### config.mk
export PLATFORM = sky130hd
export DESIGN_NAME = maf_ctrl
export DESIGN_NICKNAME = d
export VERILOG_FILES = /design/src/design/maf_pkg.sv /design/src/design/maf_ctrl.sv
export SDC_FILE = /design/constraint.sdc
export NUM_CORES = 1
export LEC_CHECK = 0
export BUFFER_PORTS_ARGS = -buffer_cell sky130_fd_sc_hd__buf_2
export CAP_MARGIN = 10
export CORE_AREA = 5 5 42 44
export DETAILED_ROUTE_END_ITERATION = 8
export DIE_AREA = 0 0 47 49
export PLACE_DENSITY = 0.57
export REMOVE_ABC_BUFFERS = 1
export SETUP_SLACK_MARGIN = 0.1
export SYNTH_ARGS = -nofsm -noshare
export SYNTH_HDL_FRONTEND = slang
export SYNTH_SLANG_ARGS = --single-unit
### constraint.sdc
create_clock -name clk_i -period 3.66 [get_ports clk_i]
set_clock_uncertainty 0.2 [all_clocks]
set_input_delay 0 -clock clk_i [delete_from_list [all_inputs] [get_ports clk_i]]
set_output_delay 0 -clock clk_i [all_outputs]
set_load 0.01 [all_outputs]
### src/design/maf_pkg.sv
// ----------------------------------------------------------------------------
// maf_pkg
// Shared constants and controller/datapath interface types for the moving
// average filter.
// ----------------------------------------------------------------------------
package maf_pkg;

  // Deepest window that the sample store holds.
  localparam int MAX_WINDOW = 255;

  localparam int SAMPLE_W = 16;
  localparam int LEN_W    = 8;
  localparam int SUM_W    = 24;
  localparam int ADDR_W   = (MAX_WINDOW > 1) ? $clog2(MAX_WINDOW) : 1;

  localparam logic [LEN_W-1:0] LEN_RESET = LEN_W'(8);

  // The divider retires one quotient bit per cycle.
  localparam int DIV_STEPS = SUM_W;
  localparam int CNT_W     = $clog2(DIV_STEPS);

  // Commands from the controller to the datapath.
  typedef struct packed {
    logic accept;    // take a new item and start the store read
    logic zero;      // take a new item with a zero window, result is zero
    logic update;    // update the sum, write the store, load the divider
    logic step;      // one divider iteration
    logic load_out;  // move the quotient into the output register
  } cmd_t;

  // Status from the datapath to the controller.
  typedef struct packed {
    logic len_zero;  // window length is zero
    logic out_free;  // output register can take a new result this cycle
  } sts_t;

endpackage

### src/design/maf_ctrl.sv
// ----------------------------------------------------------------------------
// maf_ctrl
// Controller of the moving average filter: sequences item acceptance, the
// sum update, the divider iterations and the hand-off to the output register.
// ----------------------------------------------------------------------------
module maf_ctrl (
  input  logic          clk_i,
  input  logic          rst_ni,
  input  logic          sample_valid_i,
  output logic          sample_stall_o,
  output maf_pkg::cmd_t cmd_o,
  input  maf_pkg::sts_t sts_i
);

  localparam logic [1:0] S_IDLE = 2'd0;
  localparam logic [1:0] S_UPD  = 2'd1;
  localparam logic [1:0] S_DIV  = 2'd2;
  localparam logic [1:0] S_DONE = 2'd3;

  logic [1:0]                state_q, state_d;
  logic [maf_pkg::CNT_W-1:0] cnt_q, cnt_d;
  logic                      take;

  assign take = (state_q == S_IDLE) && sample_valid_i;

  always_comb begin
    state_d = state_q;
    cnt_d   = cnt_q;
    cmd_o   = '0;
    case (state_q)
      S_IDLE: begin
        if (take) begin
          if (sts_i.len_zero) begin
            cmd_o.zero = 1'b1;
            state_d    = S_DONE;
          end else begin
            cmd_o.accept = 1'b1;
            state_d      = S_UPD;
          end
        end
      end
      S_UPD: begin
        cmd_o.update = 1'b1;
        cnt_d        = '0;
        state_d      = S_DIV;
      end
      S_DIV: begin
        cmd_o.step = 1'b1;
        cnt_d      = cnt_q + 1'b1;
        if (cnt_q == maf_pkg::CNT_W'(maf_pkg::DIV_STEPS - 1)) begin
          state_d = S_DONE;
        end
      end
      S_DONE: begin
        if (sts_i.out_free) begin
          cmd_o.load_out = 1'b1;
          state_d        = S_IDLE;
        end
      end
      default: begin
        state_d = S_IDLE;
      end
    endcase
  end

  always_ff @(posedge clk_i or negedge rst_ni) begin
    if (!rst_ni) begin
      state_q <= S_IDLE;
      cnt_q   <= '0;
    end else begin
      state_q <= state_d;
      cnt_q   <= cnt_d;
    end
  end

  assign sample_stall_o = (state_q != S_IDLE);

`ifndef SYNTHESIS
  a_accept_to_update: assert property (@(posedge clk_i) disable iff (!rst_ni)
    take && !sts_i.len_zero |=> state_q == S_UPD)
    else $error("accepted item did not move to the update step");

  a_div_count_range: assert property (@(posedge clk_i) disable iff (!rst_ni)
    state_q == S_DIV |-> cnt_q < maf_pkg::CNT_W'(maf_pkg::DIV_STEPS))
    else $error("divider step count out of range");

  a_load_only_when_free: assert property (@(posedge clk_i) disable iff (!rst_ni)
    cmd_o.load_out |-> sts_i.out_free && state_q == S_DONE)
    else $error("result loaded while the output register was busy");

  a_div_full_length: assert property (@(posedge clk_i) disable iff (!rst_ni)
    state_q == S_DIV && state_d == S_DONE
      |-> cnt_q == maf_pkg::CNT_W'(maf_pkg::DIV_STEPS - 1))
    else $error("divider left before all quotient bits were formed");
`endif

endmodule

==> key figures <==
Run status
  – Outcome: finished, final reports clean

Timing
  – Count of final hold-check violations: 0
  – Final setup fails: 0
  – RSZ-0062 raised after global routing: false
  – Fin Setup TNS: 0 ns
  – Slew HR: 0.7523
  – Worst-margin pin slew: 0.3715 ns
  – Slew Limit Fails: 0
  – Crit path time final: 2.199 ns
  – Fmax achieved: 454.8 MHz
  – Final period util: 0.6007

Synth
  – Synth unique cells: 18
  – Dominant synthesized flop cell: dfrtp_1
  – Asr flop ratio synth: 1.000
  – Post-synth top cells: dfrtp_1 (7), inv_1 (7), nand3_1 (6)
  – Syn Inst Count: 46
  – Top cells by area, synth: dfrtp_1 (40%), ha_1 (14%), nand3_1 (6.8%)
  – Area leader, netlist: dfrtp_1
  – Mapped cell area: 442.9 sq um
  – Register area share after synthesis: 0.3955
  – FF+latch count, synth: 7
  – Ys Warns: 0
  – Post-synth top area share: 0.3955
  – Syn Area/Cell: 9.629 sq um
  – Post-synth EDFFs: 0

Route
  – Initial DRC Count: 3
  – ANT nets after route: 0
  – Drt drc: 0
  – Vias: 376
  – First drt pass iteration count: 4
  – DRT Wirelength: 885 um
  – Avg WL per Cell: 11.20 um
  – Vias per inst: 4.759

Clocking
  – CTS H-Tree Depth: 1
  – Num CTS Buffers: 3
  – Post-CTS Setup Repair Bufs: 0
  – CTS resizes: 0
  – Hold_buf cts: 4
  – CTS max path bufs: 2
  – Root Buffer: clkbuf_4
  – CTS tree: done
  – Clk slew on worst S/H paths: 0.05 ns
  – Clock sink total: 7
  – Clk_lat worst skew: 0.25 ns

GRT
  – Total global-route track usage: 0.08943
  – First-pass GRT wire length: 1.435 mm
  – Vias in the first global route: 365
  – Global route total overflow: 0
  – Initial antenna violation count: 0
  – Largest net degree at the start of global routing: 11

Flow run
  – Max Cap Viol: 0

Layout
  – Net total in the final layout: 74
  – Utilization after layout: 0.4098
  – Area grow syn2layout: 29.66%
  – Share of cells above drive strength 1: 0.2698
  – ANT cells: 0

Place
  – Port Buffers: 10
  – DP HPWL: 687.6 um
  – RePlAce Congestion: 0.7154

Pwr
  – NetSw: 0.1785 mW
  – Int Power: 0.2496 mW
  – Comb pwr share: 0.567
  – Clock power frac: 0.160
  – Leakage power figure: 0.2948 nW
  – Part of the power in registers: 0.273
  – Sw Ratio: 0.4171
  – Pwr Density: 745.4 nW/um^2
  – Worst vdd ir: 0.3281 mV

Min path
  – Worst hold path type: input pin to flop
  – Hold Path Stages: 3

Floorplan
  – Area of the die: 2303 sq um
  – Die Height: 49 um
  – Row cnt: 14
  – Core footprint: 1401 sq um
  – Initial Util: 0.3161
  – IO Pins: 11
  – Die width: 47 um

Setup path
  – Critical path fanouts, max: 10
  – Critical path type: flop to flop
  – CP required: 3.64 ns
  – Critical Path Sink Type: flop
  – Worst R2R Path Depth: 5
  – Worst setup SP type: flop
  – Critical Path AT: 2.18 ns
==> cell usage in the layout (no fill, tap or decap) <==
| master | netlist | routed |
|---|---|---|
| a221oi_2 | 1 | 1 |
| ha_1 | 5 | 5 |
| o311ai_0 | 1 | 1 |
| dfrtp_1 | 7 | 7 |
| nand3_1 | 6 | 6 |
| mux2i_1 | 2 | 2 |
| and2_1 | 1 | 1 |
| nand2_1 | 2 | 2 |
| and3_2 | 1 | 1 |
| dlygate4sd3_1 | 0 | 4 |
| nor2b_1 | 2 | 2 |
| inv_1 | 7 | 7 |
| and3_1 | 1 | 1 |
| nand4b_1 | 1 | 1 |
| a211o_2 | 1 | 1 |
| buf_2 | 1 | 10 |
| o21ai_0 | 4 | 4 |
| nor3_1 | 2 | 2 |
| o32a_2 | 1 | 1 |
| clkbuf_1 | 0 | 1 |
| clkbuf_4 | 0 | 3 |
==> power by group through the flow <==
stage               registers, mW  logic, mW  clock network, mW
floorplan                   0.114      0.162                  0
global placement            0.117      0.215                  0
detailed placement          0.118      0.221                  0
CTS                         0.117      0.242             0.0734
global route                0.120      0.273             0.0777
finish                      0.117      0.243             0.0685
==> final cells by class <==
cell class | instances | area (sq um)
well taps | 16 | 20.02
flip-flops and latches | 7 | 175.2
inverters | 7 | 26.28
clock buffers | 4 | 26.28
repair buffers | 14 | 90.09
fillers | 147 | 827.0
multi-input cells | 31 | 236.5
==> metrics by stage <==
stage                     power [mW]  hold slack, ns  setup WS [ns]  cells  instance area (sq um)
final                         0.4281         0.01767          1.461     79                  574.3
after global routing          0.4713         0.02469          1.360     79                  574.3
after global placement        0.3321         -0.3539          2.020     71                  508.0
after detailed placement      0.3393         -0.3607          2.020     71                  508.0
after floorplan               0.2756         -0.4956          2.083     45                  437.9
after CTS                     0.4319         0.01532          1.489     79                  574.3
==> worst max-delay path, cell delays in order, from the launching register on <==
cell and delay, ns:
dfrtp_1 0.39, inv_1 0.08, ha_1 0.33, a221oi_2 0.32
mux2i_1 0.23, dlygate4sd3_1 0.57
==> logic make-up (layout without fill, tap and decap cells) <==
| logic type | Yosys count | count (layout) | share of synthesized area |
|---|---|---|---|
| buffers and inverters | 8 | 25 | 0.07062 |
| AO/OA/AOI/OAI | 8 | 8 | 0.1469 |
| multiplexers | 2 | 2 | 0.04520 |
| flip-flops | 7 | 7 | 0.3955 |
| AND/OR/NAND/NOR | 16 | 16 | 0.2006 |
| adder cells (fa/ha/maj) | 5 | 5 | 0.1412 |
==> worst paths after layout <==
path / startpoint / to / slack, ns
hold / removal: sts_i[0] / state_q[0] / 0.02
hold reg to reg: cnt_q[1] / cnt_q[1] / 0.35
setup / recovery: state_q[0] / state_q[1] / 1.46
max in group asynchronous: rst_ni / state_q[0] / 2.53
setup reg to reg: state_q[0] / state_q[1] / 1.46
min in group asynchronous: rst_ni / cnt_q[0] / 0.50
==> layer usage <==
layer | wire (um) | up-vias | global-route usage
met1 | 443 | 173 | 0.1059
li1 | - | 196 | -
met3 | 55 | 0 | 0.04428
met4 | 0 | 0 | 0.07834
met5 | 0 | - | 0
met2 | 386 | 7 | 0.1131
==> registers in the layout (all words and copies together), names as in the netlist <==
signal	flops
cnt_q	5
state_q	2
(Power assumes the default switching activity.)
